**src/hdl/artl_pkg.sv**
```systemverilog
// ----------------------------------------------------------------------------
// artl_pkg
// Shared types and codes for the audio reassembly block with talker lock.
// ----------------------------------------------------------------------------
package artl_pkg;

    // configuration register indexes
    localparam logic [1:0] CFG_SELECT_MODE  = 2'd0;
    localparam logic [1:0] CFG_OWN_GROUP    = 2'd1;
    localparam logic [1:0] CFG_TARGET_GROUP = 2'd2;
    localparam logic [1:0] CFG_TARGET_POINT = 2'd3;

    // select_mode codes; the unused code behaves as point mode
    localparam logic [1:0] MODE_ALL   = 2'd0;
    localparam logic [1:0] MODE_POINT = 2'd1;
    localparam logic [1:0] MODE_GROUP = 2'd2;

    // message types
    localparam logic [1:0] MSG_TO_HOST = 2'd0;
    localparam logic [1:0] MSG_TO_ALL  = 2'd1;

    localparam logic [3:0] BYTES_PER_WORD = 4'd8;

    typedef struct packed {
        logic [1:0] select_mode;
        logic [6:0] own_group;
        logic [6:0] target_group;
        logic [6:0] target_point;
    } t_cfg;

    typedef struct packed {
        logic [6:0]  src_group;
        logic [6:0]  src_point;
        logic [1:0]  msg_type;
        logic [3:0]  seg_index;
        logic [3:0]  seg_count;
        logic [3:0]  byte_count;
        logic [63:0] payload;
    } t_item;

    // store request from the front to the back
    typedef struct packed {
        logic        is_final;
        logic [3:0]  word_idx;
        logic [7:0]  byte_en;
        logic [63:0] data;
        logic [7:0]  length;
        logic [3:0]  last_idx;
        logic [6:0]  group;
        logic [6:0]  point;
    } t_cmd;

    typedef enum logic [1:0] {
        ST_IDLE,
        ST_READ,
        ST_EMIT
    } t_bk_state;

endpackage

```
**src/hdl/audio_reassembly_talker_lock.sv**
```systemverilog
// ----------------------------------------------------------------------------
// audio_reassembly_talker_lock
// Reassembles segmented audio frames from decoded bus frames under a
// talker-lock policy and streams each finished frame out in 8-byte words.
// ----------------------------------------------------------------------------
// Input side is a queue: present a decoded bus frame and raise push; it is
// taken at an edge where full is low. Results come out of a queue: while
// empty is low the oldest word sits on the o_ ports; pop takes it.
// Configuration writes go through i_cfg_valid / o_cfg_ready (always ready),
// index 0 select_mode, 1 own_group, 2 target_group, 3 target_point.
// The front applies the lock policy in the accept cycle and queues a store
// request (two-entry queue). The back writes a segment; after a final
// segment it emits each word of the frame by a store read and then a load
// of the result register, and takes no new request until the last word
// is loaded. Non-final segments sustain one per cycle while the back is free.
// Reset restores register defaults, drops the lock and marks every store
// word unwritten, so the store reads as zero at once with no clearing pass.
// When the receiver stalls, the result register holds, the back waits, the
// request queue fills and full rises.
// ----------------------------------------------------------------------------
module audio_reassembly_talker_lock import artl_pkg::*; #(
    parameter int FRAME_BYTES = 128
) (
    input  logic        i_clk,
    input  logic        i_rst_n,
    input  logic        push,
    output logic        full,
    input  logic [6:0]  i_src_group,
    input  logic [6:0]  i_src_point,
    input  logic [1:0]  i_msg_type,
    input  logic [3:0]  i_seg_index,
    input  logic [3:0]  i_seg_count,
    input  logic [3:0]  i_byte_count,
    input  logic [63:0] i_payload,
    output logic        empty,
    input  logic        pop,
    output logic [63:0] o_frame_word,
    output logic [3:0]  o_word_offset,
    output logic [7:0]  o_frame_length,
    output logic [6:0]  o_talker_group,
    output logic [6:0]  o_talker_point,
    output logic        o_last_word,
    input  logic        i_cfg_valid,
    output logic        o_cfg_ready,
    input  logic [1:0]  i_cfg_index,
    input  logic [6:0]  i_cfg_data
);

    t_cfg  r_cfg;
    t_item item;
    t_cmd  cmd;
    t_cmd  q_head;
    logic  accept;
    logic  cmd_vld;
    logic  q_empty;
    logic  q_pop;

    assign o_cfg_ready = 1'b1;

    always_ff @(posedge i_clk) begin
        if (!i_rst_n) begin
            r_cfg.select_mode  <= MODE_ALL;
            r_cfg.own_group    <= 7'd1;
            r_cfg.target_group <= 7'd0;
            r_cfg.target_point <= 7'd0;
        end else if (i_cfg_valid) begin
            unique case (i_cfg_index)
                CFG_SELECT_MODE:  r_cfg.select_mode  <= i_cfg_data[1:0];
                CFG_OWN_GROUP:    r_cfg.own_group    <= i_cfg_data;
                CFG_TARGET_GROUP: r_cfg.target_group <= i_cfg_data;
                CFG_TARGET_POINT: r_cfg.target_point <= i_cfg_data;
                default:          r_cfg.select_mode  <= r_cfg.select_mode;
            endcase
        end
    end

    assign accept = push && !full;

    assign item.src_group  = i_src_group;
    assign item.src_point  = i_src_point;
    assign item.msg_type   = i_msg_type;
    assign item.seg_index  = i_seg_index;
    assign item.seg_count  = i_seg_count;
    assign item.byte_count = i_byte_count;
    assign item.payload    = i_payload;

    artl_front #(
        .FRAME_BYTES (FRAME_BYTES)
    ) u_front (
        .i_clk     (i_clk),
        .i_rst_n   (i_rst_n),
        .i_cfg     (r_cfg),
        .i_accept  (accept),
        .i_item    (item),
        .o_cmd_vld (cmd_vld),
        .o_cmd     (cmd)
    );

    artl_cmdq u_cmdq (
        .i_clk   (i_clk),
        .i_rst_n (i_rst_n),
        .i_push  (cmd_vld),
        .i_cmd   (cmd),
        .i_pop   (q_pop),
        .o_full  (full),
        .o_empty (q_empty),
        .o_head  (q_head)
    );

    artl_back #(
        .FRAME_BYTES (FRAME_BYTES)
    ) u_back (
        .i_clk          (i_clk),
        .i_rst_n        (i_rst_n),
        .i_q_empty      (q_empty),
        .i_q_head       (q_head),
        .o_q_pop        (q_pop),
        .i_pop          (pop),
        .o_empty        (empty),
        .o_frame_word   (o_frame_word),
        .o_word_offset  (o_word_offset),
        .o_frame_length (o_frame_length),
        .o_talker_group (o_talker_group),
        .o_talker_point (o_talker_point),
        .o_last_word    (o_last_word)
    );

    // the last word of a frame sits at the offset its length implies
    a_last_offset: assert property (@(posedge i_clk) disable iff (!i_rst_n)
        (!empty && o_last_word) |->
            ((o_frame_length == 8'd0 && o_word_offset == 4'd0) ||
             (o_frame_length != 8'd0 &&
              o_word_offset == 4'((o_frame_length - 8'd1) >> 3))))
        else $error("last word offset does not match frame length");

    // a new frame always starts at word zero
    a_frame_start: assert property (@(posedge i_clk) disable iff (!i_rst_n)
        (pop && !empty && o_last_word) |=> (empty || o_word_offset == 4'd0))
        else $error("frame does not start at word zero");

    a_len_bound: assert property (@(posedge i_clk) disable iff (!i_rst_n)
        !empty |-> ({1'b0, o_frame_length} <= 9'(FRAME_BYTES)))
        else $error("frame length exceeds store size");

endmodule

```
**src/hdl/artl_front.sv**
```systemverilog
// ----------------------------------------------------------------------------
// artl_front
// Talker-lock policy and classification of received bus frames into store
// requests.
// ----------------------------------------------------------------------------
module artl_front import artl_pkg::*; #(
    parameter int FRAME_BYTES = 128
) (
    input  logic  i_clk,
    input  logic  i_rst_n,
    input  t_cfg  i_cfg,
    input  logic  i_accept,
    input  t_item i_item,
    output logic  o_cmd_vld,
    output t_cmd  o_cmd
);

    localparam logic [8:0] FB9 = 9'(FRAME_BYTES);

    logic       r_lock_vld, n_lock_vld;
    logic [6:0] r_lock_group, n_lock_group;
    logic [6:0] r_lock_point, n_lock_point;

    logic       pass;
    logic       known_type;
    logic       take;
    logic       live;
    logic       is_final;
    logic [3:0] word_idx;
    logic [3:0] bc_sat;
    logic [3:0] nbytes;
    logic [8:0] pos;
    logic [7:0] len_raw;
    logic [7:0] len_sat;

    always_comb begin
        unique case (i_cfg.select_mode)
            MODE_ALL:   pass = 1'b1;
            MODE_GROUP: pass = (i_item.src_group == i_cfg.target_group);
            default:    pass = (i_item.src_group == i_cfg.target_group) &&
                               (i_item.src_point == i_cfg.target_point);
        endcase

        known_type = (i_item.msg_type == MSG_TO_HOST) || (i_item.msg_type == MSG_TO_ALL);
        take = !r_lock_vld ||
               (r_lock_group == i_item.src_group && r_lock_point == i_item.src_point) ||
               (r_lock_group != i_cfg.own_group && i_item.src_group == i_cfg.own_group);
        live = i_accept && (i_item.src_group != 7'd0) && pass && known_type;

        n_lock_vld   = r_lock_vld;
        n_lock_group = r_lock_group;
        n_lock_point = r_lock_point;
        if (live && take) begin
            n_lock_vld   = 1'b1;
            n_lock_group = i_item.src_group;
            n_lock_point = i_item.src_point;
        end

        // a to-host frame passes even when it loses the lock
        o_cmd_vld = live && (i_item.msg_type == MSG_TO_HOST || take) &&
                    (i_item.seg_index != 4'd0);

        is_final = (i_item.seg_index == i_item.seg_count);
        word_idx = i_item.seg_index - 4'd1;
        bc_sat   = (i_item.byte_count > BYTES_PER_WORD) ? BYTES_PER_WORD : i_item.byte_count;
        nbytes   = is_final ? bc_sat : BYTES_PER_WORD;

        o_cmd.is_final = is_final;
        o_cmd.word_idx = word_idx;
        o_cmd.data     = i_item.payload;
        o_cmd.group    = i_item.src_group;
        o_cmd.point    = i_item.src_point;
        for (int i = 0; i < 8; i++) begin
            pos = 9'({word_idx, 3'b000}) + 9'(i);
            // drop bytes that fall past the store
            o_cmd.byte_en[i] = (4'(i) < nbytes) && (pos < FB9);
        end

        len_raw = 8'({word_idx, 3'b000}) + 8'(bc_sat);
        len_sat = ({1'b0, len_raw} > FB9) ? 8'(FRAME_BYTES) : len_raw;
        o_cmd.length   = len_sat;
        o_cmd.last_idx = (len_sat == 8'd0) ? 4'd0 : 4'((len_sat - 8'd1) >> 3);
    end

    always_ff @(posedge i_clk) begin
        if (!i_rst_n) begin
            r_lock_vld   <= 1'b0;
            r_lock_group <= 7'd0;
            r_lock_point <= 7'd0;
        end else begin
            r_lock_vld   <= n_lock_vld;
            r_lock_group <= n_lock_group;
            r_lock_point <= n_lock_point;
        end
    end

endmodule

```
**src/hdl/artl_cmdq.sv**
```systemverilog
// ----------------------------------------------------------------------------
// artl_cmdq
// Two-entry queue of store requests between the front and the back.
// ----------------------------------------------------------------------------
module artl_cmdq import artl_pkg::*; (
    input  logic i_clk,
    input  logic i_rst_n,
    input  logic i_push,
    input  t_cmd i_cmd,
    input  logic i_pop,
    output logic o_full,
    output logic o_empty,
    output t_cmd o_head
);

    t_cmd       r_entry [2];
    logic       r_wp;
    logic       r_rp;
    logic [1:0] r_cnt;

    assign o_full  = (r_cnt == 2'd2);
    assign o_empty = (r_cnt == 2'd0);
    assign o_head  = r_entry[r_rp];

    always_ff @(posedge i_clk) begin
        if (i_push) begin
            r_entry[r_wp] <= i_cmd;
        end
    end

    always_ff @(posedge i_clk) begin
        if (!i_rst_n) begin
            r_wp  <= 1'b0;
            r_rp  <= 1'b0;
            r_cnt <= 2'd0;
        end else begin
            if (i_push) begin
                r_wp <= ~r_wp;
            end
            if (i_pop) begin
                r_rp <= ~r_rp;
            end
            r_cnt <= r_cnt + 2'(i_push) - 2'(i_pop);
        end
    end

endmodule

```
**src/hdl/artl_back.sv**
```systemverilog
// ----------------------------------------------------------------------------
// artl_back
// Frame store and readout: writes segment bytes, then streams a finished
// frame out word by word through the result register.
// ----------------------------------------------------------------------------
module artl_back import artl_pkg::*; #(
    parameter int FRAME_BYTES = 128
) (
    input  logic        i_clk,
    input  logic        i_rst_n,
    input  logic        i_q_empty,
    input  t_cmd        i_q_head,
    output logic        o_q_pop,
    input  logic        i_pop,
    output logic        o_empty,
    output logic [63:0] o_frame_word,
    output logic [3:0]  o_word_offset,
    output logic [7:0]  o_frame_length,
    output logic [6:0]  o_talker_group,
    output logic [6:0]  o_talker_point,
    output logic        o_last_word
);

    localparam int STORE_WORDS = (FRAME_BYTES + 7) / 8;
    localparam int AW = (STORE_WORDS > 1) ? $clog2(STORE_WORDS) : 1;

    logic [63:0]            r_store [STORE_WORDS];
    logic [STORE_WORDS-1:0] r_wvalid;

    t_bk_state   r_state, n_state;
    logic [3:0]  r_w, n_w;
    logic [7:0]  r_len;
    logic [3:0]  r_last_idx;
    logic [6:0]  r_group;
    logic [6:0]  r_point;
    logic [63:0] r_rd_data;
    logic        r_rd_ok;

    logic        r_out_vld, n_out_vld;
    logic [63:0] r_out_word;
    logic [3:0]  r_out_off;
    logic [7:0]  r_out_len;
    logic [6:0]  r_out_group;
    logic [6:0]  r_out_point;
    logic        r_out_last;

    logic [AW-1:0] waddr;
    logic [AW-1:0] raddr;
    logic [7:0]    mem_we;
    logic [63:0]   mem_wdata;
    logic          take_cmd;
    logic          out_free;
    logic          out_load;
    logic [7:0]    bpos;
    logic [63:0]   masked;

    assign waddr = AW'(i_q_head.word_idx);
    assign raddr = AW'(r_w);

    always_comb begin
        take_cmd = (r_state == ST_IDLE) && !i_q_empty;
        o_q_pop  = take_cmd;

        // a word never written reads as zero: fill its other bytes with zero
        mem_we    = 8'd0;
        mem_wdata = i_q_head.data;
        if (take_cmd && (|i_q_head.byte_en)) begin
            if (r_wvalid[waddr]) begin
                mem_we = i_q_head.byte_en;
            end else begin
                mem_we = 8'hFF;
                for (int b = 0; b < 8; b++) begin
                    if (!i_q_head.byte_en[b]) begin
                        mem_wdata[b*8 +: 8] = 8'd0;
                    end
                end
            end
        end

        out_free = !r_out_vld || i_pop;
        out_load = (r_state == ST_EMIT) && out_free;

        masked = 64'd0;
        for (int i = 0; i < 8; i++) begin
            bpos = 8'({r_w, 3'b000}) + 8'(i);
            if (r_rd_ok && (bpos < r_len)) begin
                masked[i*8 +: 8] = r_rd_data[i*8 +: 8];
            end
        end

        n_state = r_state;
        n_w     = r_w;
        unique case (r_state)
            ST_IDLE: begin
                if (take_cmd && i_q_head.is_final) begin
                    n_state = ST_READ;
                    n_w     = 4'd0;
                end
            end
            ST_READ: begin
                n_state = ST_EMIT;
            end
            ST_EMIT: begin
                if (out_load) begin
                    if (r_w == r_last_idx) begin
                        n_state = ST_IDLE;
                    end else begin
                        n_w     = r_w + 4'd1;
                        n_state = ST_READ;
                    end
                end
            end
            default: begin
                n_state = ST_IDLE;
            end
        endcase

        n_out_vld = r_out_vld;
        if (out_load) begin
            n_out_vld = 1'b1;
        end else if (i_pop) begin
            n_out_vld = 1'b0;
        end
    end

    always_ff @(posedge i_clk) begin
        for (int b = 0; b < 8; b++) begin
            if (mem_we[b]) begin
                r_store[waddr][b*8 +: 8] <= mem_wdata[b*8 +: 8];
            end
        end
        if (r_state == ST_READ) begin
            r_rd_data <= r_store[raddr];
            r_rd_ok   <= r_wvalid[raddr];
        end
        if (take_cmd && i_q_head.is_final) begin
            r_len      <= i_q_head.length;
            r_last_idx <= i_q_head.last_idx;
            r_group    <= i_q_head.group;
            r_point    <= i_q_head.point;
        end
        if (out_load) begin
            r_out_word  <= masked;
            r_out_off   <= r_w;
            r_out_len   <= r_len;
            r_out_group <= r_group;
            r_out_point <= r_point;
            r_out_last  <= (r_w == r_last_idx);
        end
    end

    always_ff @(posedge i_clk) begin
        if (!i_rst_n) begin
            r_state   <= ST_IDLE;
            r_w       <= 4'd0;
            r_out_vld <= 1'b0;
            r_wvalid  <= '0;
        end else begin
            r_state   <= n_state;
            r_w       <= n_w;
            r_out_vld <= n_out_vld;
            if (|mem_we) begin
                r_wvalid[waddr] <= 1'b1;
            end
        end
    end

    assign o_empty        = !r_out_vld;
    assign o_frame_word   = r_out_word;
    assign o_word_offset  = r_out_off;
    assign o_frame_length = r_out_len;
    assign o_talker_group = r_out_group;
    assign o_talker_point = r_out_point;
    assign o_last_word    = r_out_last;

endmodule
```
**config.mk**
```make
export PLATFORM = sky130hd
export DESIGN_NAME = audio_reassembly_talker_lock
export DESIGN_NICKNAME = d
export VERILOG_FILES = /design/src/hdl/artl_pkg.sv /design/src/hdl/audio_reassembly_talker_lock.sv /design/src/hdl/artl_front.sv /design/src/hdl/artl_cmdq.sv /design/src/hdl/artl_back.sv
export SDC_FILE = /design/constraint.sdc
export NUM_CORES = 1
export LEC_CHECK = 0
export BUFFER_PORTS_ARGS = -buffer_cell sky130_fd_sc_hd__buf_2
export CAP_MARGIN = 20
export CORE_ASPECT_RATIO = 0.8
export CORE_MARGIN = 8
export CORE_UTILIZATION = 56
export DETAILED_ROUTE_END_ITERATION = 6
export GPL_ROUTABILITY_DRIVEN = 0
export GPL_TIMING_DRIVEN = 0
export PLACE_DENSITY = 0.75
export SYNTH_ARGS = -nofsm -noshare
export SYNTH_HDL_FRONTEND = slang
export SYNTH_SLANG_ARGS = --single-unit
```
**constraint.sdc**
```tcl
create_clock -name i_clk -period 6.92 [get_ports i_clk]
set_clock_uncertainty 0.1 [all_clocks]
set_input_delay 0.346 -clock i_clk [delete_from_list [all_inputs] [get_ports i_clk]]
set_output_delay 0.346 -clock i_clk [all_outputs]
set_load 0.02 [all_outputs]
```
======== Word-level counts from Yosys, hierarchy flattened ========
Memory sizes are Yosys's and may differ from the RTL's. A register that Yosys moved wholly into a read port is not among the register bits.
Cells that the tools add are included.
Widths: inputs -> output; s select.
storage, ports and cells
  memories kept ........................... 2
  latch bits .............................. 0
  flip-flop bits (word level) ............. 183
  word-level logic and storage cells ...... 216
  ROM bits ................................ 0
  input bits .............................. 106
  bits in writable memories ............... 1,230
memory list
  memory          words  width  read ports  clocked after Yosys merged registers in  write ports  RTL line         RTL
  u_back.r_store  16     64     1           1                                        1            artl_back.sv:27  logic [63:0] r_store [STORE_WORDS];
  u_cmdq.r_entry  2      103    1           1                                        1            artl_cmdq.sv:16  t_cmd r_entry [2];
cells by class
  reductions and logical operators ........ 58
  $add $sub $neg .......................... 20
  multiplexer cells ....................... 53
  div/mod/pow operators ................... 0
  multiply operators ...................... 0
  shift-type cells ........................ 0
  bitwise logic cells ..................... 3
  equality and inequality tests ........... 19
  $lt $le $gt $ge ......................... 29
operators by type and width
  kind                 number
  $mux 64              2
  $mux 8               11
  $add 7x3->8 const B  8
  $lt 9x8->1 const B   7
  $lt 8x8->1           7
  $eq 7x7->1           5
  $add 7x2->8 const B  4
  $logic_and 1x1->1    31
  $mux 1               26
  $mux 4               6
  $add 7x1->8 const B  2
  $lt 3x4->1 const A   4
  $or 16x16->16        1
  $reduce_or 8->1      2
  $eq 2x2->1 const B   5
  $logic_not 2->1      5
  $lt 4x5->1 const B   2
  $reduce_and 2->1     5
  $add 7x4->8          1
  $bmux 1 s4           2
  $eq 4x4->1           2
  $gt 8x8->1 const B   1
  $logic_not 8->1      1
  $lt 1x4->1 const A   2
  other kinds (26)     40

======== Depth between registers and ports, before layout ========
  word-level depth ........................ 10
  depth in mapped cells ................... 12

======== Hierarchy ========
From an unflattened synthesis, not the netlist that was laid out.
second synthesis, totals
  cell total of the unflattened synthesis .. 2,791
  area total of the unflattened synthesis .. 57,665.3 um^2
modules (own cells, without submodules)
  module                        seq. area each (um^2)  cells each  area each (um^2)  times used
  artl_back                     36,675.2               2,078       46,928.8          1
  artl_cmdq                     6,286.0                341         7,672.4           1
  artl_front                    300.3                  283         2,172.1           1
  audio_reassembly_talker_lock  460.4                  89          892.1             1

======== Worst setup path before layout ========
No wires, ideal clock.
  path type ............................... input to register
  start ................................... input port i_src_group[0]
  end ..................................... memory u_cmdq.r_entry[0][0] (netlist bit) (enable)
  arrival time ............................ 5.941 ns
  data required time ...................... 6.254 ns
  library setup time ...................... 0.566 ns
  stages .................................. 7
  buffers on the path ..................... 1
  setup slack ............................. 0.313 ns
  cells stage by stage .................... clkbuf_1 nor3_1 a2111oi_0 nor2b_1 a22o_1 o221ai_1 nor2_1
between the ends
  longest elaborated chain between the ends .. 9
  elaborated cells between the ends (all ways) .. 18
  those cells by class .................... eq/ne (3); mux (3); reduce/logical (12)
RTL lines
  item                                                          RTL line                                              RTL
  from (decl)                                                   audio_reassembly_talker_lock.sv:28                    input logic [6:0] i_src_group,
  $eq 7x7->1, on equally long branches                          artl_front.sv:39, artl_front.sv:40, artl_front.sv:46
  $logic_and 1x1->1, on equally long branches                   artl_front.sv:40, artl_front.sv:46
  $pmux 1 s2 / $logic_or 1x1->1 (equally long branches)         artl_front.sv:37, artl_front.sv:45
  $logic_and 1x1->1 / $logic_or 1x1->1 (equally long branches)  artl_front.sv:48, artl_front.sv:46
  $logic_and 1x1->1 / $logic_or 1x1->1 (equally long branches)  artl_front.sv:48, artl_front.sv:60
  $logic_and 1x1->1 * (2 in series)                             artl_front.sv:60                                      o_cmd_vld = live && (i_item.msg_type == MSG_TO_HOST || take) &&
  $mux 1 *                                                      artl_cmdq.sv:26                                       if (i_push) begin
  $mux 1 (not written as such) *                                artl_cmdq.sv:27                                       r_entry[r_wp] <= i_cmd;
  to (decl)                                                     artl_cmdq.sv:16
Mark *: on every way between the ends. The rest lies on a longest branch, timed or not.

==> results.ini <==
[yosys]
async_flop_share = 0
ys.warnings.count = 0
yosys.area.top_type = edfxtp_1
netlist_instances = 2759
synth_top_family_by_area = multiplexers
synth_cell_types = 55
syn_area_per_cell_um2 = 20.5
synth_edf_count = 1412
ys_seq_elements = 1478
synthesis.nets = 2876
ys_seq_area_frac = 0.772
synth_compound_gate_area_share = 0.0102
synthXorXnorAreaFrac = 0.00943
synth.top_cell.area_share = 0.748
synth_fa_ha_area_frac = 0.00243
synth.area.top_cells = edfxtp_1 (75%), mux4_2 (13%), dfxtp_1 (2.3%)
syn_area_um2 = 56700
synth-simple-area-share = 0.0376
synthFlopType = edfxtp_1
synth_mux_area_frac = 0.154

[global_routing]
grt_max_degree = 34
grt_pass1_vias = 29300
grt-ovfl-total = 0
grt_pass1_wl_um = 196000
antenna_found_initial = 9
globalRouteTotalUtil = 0.241

[route]
drtIter0Drc = 3792
routed_via_density = 6.13
vias = 28700
drc = 2
antenna_left = 0
dr.pass1.iters = 7
routed_wl_um = 135000
wire_per_inst_um = 28.9

[cells_and_area]
nets = 3377
fill_cells = 6351
mostFrequentLayoutCells = edfxtp_1 (1412), mux4_2 (325), nor2_1 (238), buf_2 (214), clkbuf_16 (143)
drive_gt1_frac = 0.252
syn_to_final_growth_pct = 16.0
final_common_cell = edfxtp_1
n_antenna_cell = 0
instances_no_fill = 4687

[critical_path]
crit_type = reg -> reg
crit_buf_inv = 3
crit_path_max_incr_delay_ns = 0.89
worst_ep_arrival_time_ns = 4.80
critPathLaunchType = flop
critPathMaxFanout = 10
cp.required_ns = 7.28
cp_top_family = buffers and inverters
cp-end-kind = flop
crit_slowest_cell = clkbuf_1
path_cells = clkbuf_1 -> clkbuf_1 -> buf_1 -> mux4_2 -> mux4_2

[die]
rows = 104
die_w_um = 372
initial_core_util = 0.564
die_area_um2 = 112000
die_y_um = 301
coreArea_um2 = 100000
io_pins = 200

[clocking]
postCtsSetupRepairBufs = 0
ctsResizeCount = 0
worstSkewPairLatency_ns = 0.74
cts_hold_buf = 94
clockBufferDepth = 3
cts_tree = yes
cts_root_buffer = clkbuf_16
cts_buffers = 142
clkSlewWorstSetupHoldPaths_ns = 0.06
cts_max_level = 4
cts.sinks = 1478

[pwr]
p_int_uw = 16400
power_frac_seq = 0.517
p_sw_frac = 0.254
power.switching_uw = 5610
combPwrFrac = 0.137
ir_drop_v = 0.000247
power_leakage_uw = 0.0215
clkPwrFrac = 0.346
cellPowerDensity_nw_per_um2 = 335

[timing]
period_minus_slack_ns = 4.44
max_freq_ghz = 0.225
hold_violations = 0
worst_hold_slack_ns = 0.0465
finalCritPeriodShare = 0.642
rsz0062_at_grt = no
tightest_slew_ns = 1.20
maxSlewHeadroom = 0.198
setup_viol = 0
final_max_slew_viol_count = 0

[worst_hold_path]
min_path_type = in -> reg

[placed_design]
port_buffers = 195
dpl.hpwl_um = 91100
dpl.cell_count = 4307

[status]
violations = DRC
status = finished with violations

[flow_run]
cap_violations = 0

-- layer usage --
layer,wire length [um],GRT usage
met5,92,0
met3,15700,0.0822
met2,62900,0.371
met1,52300,0.327
met4,4390,0.0794
-- tightest hold or removal path: stages --
cell and delay [ns]:
buf_2 0.11, xor2_1 0.13, nor4_1 0.11
-- flip-flops by register name, summed over array words and instances, names as in the netlist, 7 cells and up, named ones only --
register	cells
u_back.r_store	1024
u_cmdq.r_entry	206
u_back.o_frame_word	64
u_back.r_rd_data	64
r_cfg	23
u_back.r_wvalid	16
u_back.o_frame_length	8
u_back.r_len	8
u_back.o_talker_group	7
u_back.o_talker_point	7
u_back.r_group	7
u_back.r_point	7
u_front.r_lock_group	7
u_front.r_lock_point	7
-- final timing paths --
path	depth (start not counted)	start	slack (ns)	end
min reg2reg	0	u_back.r_group[1]	0.31	u_back.o_talker_group[1]
max reg2reg	5	u_back.r_w[1]	2.48	u_back.r_rd_data[46]
min	3	i_seg_count[2]	0.05	u_cmdq.r_entry[1][102]
max	5	u_back.r_w[1]	2.48	u_back.r_rd_data[46]
-- synth_stat cells, types with 3 or more instances --
cell type	instances
a21boi_0	18
a21oi_1	6
a41oi_1	3
and2_1	33
and3b_1	3
and4b_1	7
buf_1	32
buf_2	19
buf_4	4
clkbuf_1	82
dfxtp_1	66
edfxtp_1	1412
ha_1	11
inv_1	72
mux2_2	27
mux2i_1	111
mux4_2	325
nand2_1	57
nand2b_1	5
nand3_1	9
nand3b_1	5
nand4_1	7
nor2_1	240
nor2b_1	49
nor3_1	9
nor3b_1	8
nor4_1	12
o211ai_1	3
o21a_1	8
o21ai_0	24
o21ai_1	3
or3_1	3
xnor2_1	30
xor2_1	31
-- metrics by stage --
step	util	total power [uW]	instance area (um2)	setup slack, ns	TNS, ns
floorplan	-	13100	56700	0.313	0
global placement	0.590	14100	59300	-3.19	-770.90
detailed placement	0.596	14400	59900	2.10	0
CTS	0.650	22000	65300	2.00	0
global route	0.654	22700	65700	2.42	0
finish	0.654	22000	65700	2.48	0
-- power groups by stage --
stage          logic [uW]  registers (uW)  clock network, uW
2_1_floorplan        1490           11600                  0
3_3_place_gp         2500           11600                  0
3_5_place_dp         2790           11600                  0
4_1_cts              2870           11400               7700
5_1_grt              3200           11400               8050
6_report             3030           11400               7620
-- area by class of cell --
type / count / area, um2 / area share
Multi-Input combinational cell: 1072 / 12200 / 0.185
Inverter: 72 / 270 / 0.00411
Buffer: 137 / 557 / 0.00847
Sequential cell: 1478 / 43700 / 0.665
Clock buffer: 169 / 3680 / 0.0559
Clock inverter: 77 / 843 / 0.0128
Tap cell: 1325 / 1660 / 0.0252
Timing Repair Buffer: 357 / 2840 / 0.0432
-- logic make-up (layout without fill, tap and decap cells) --
logic type      Yosys count  after routing
compound gates           83             83
xor+xnor                 61             61
fa+ha+maj                11             11
buf+inv                 209            812
flops                  1478           1478
mux                     463            463
other cells               1              1
simple gates            453            453
Power figures use the tool's default switching activity.
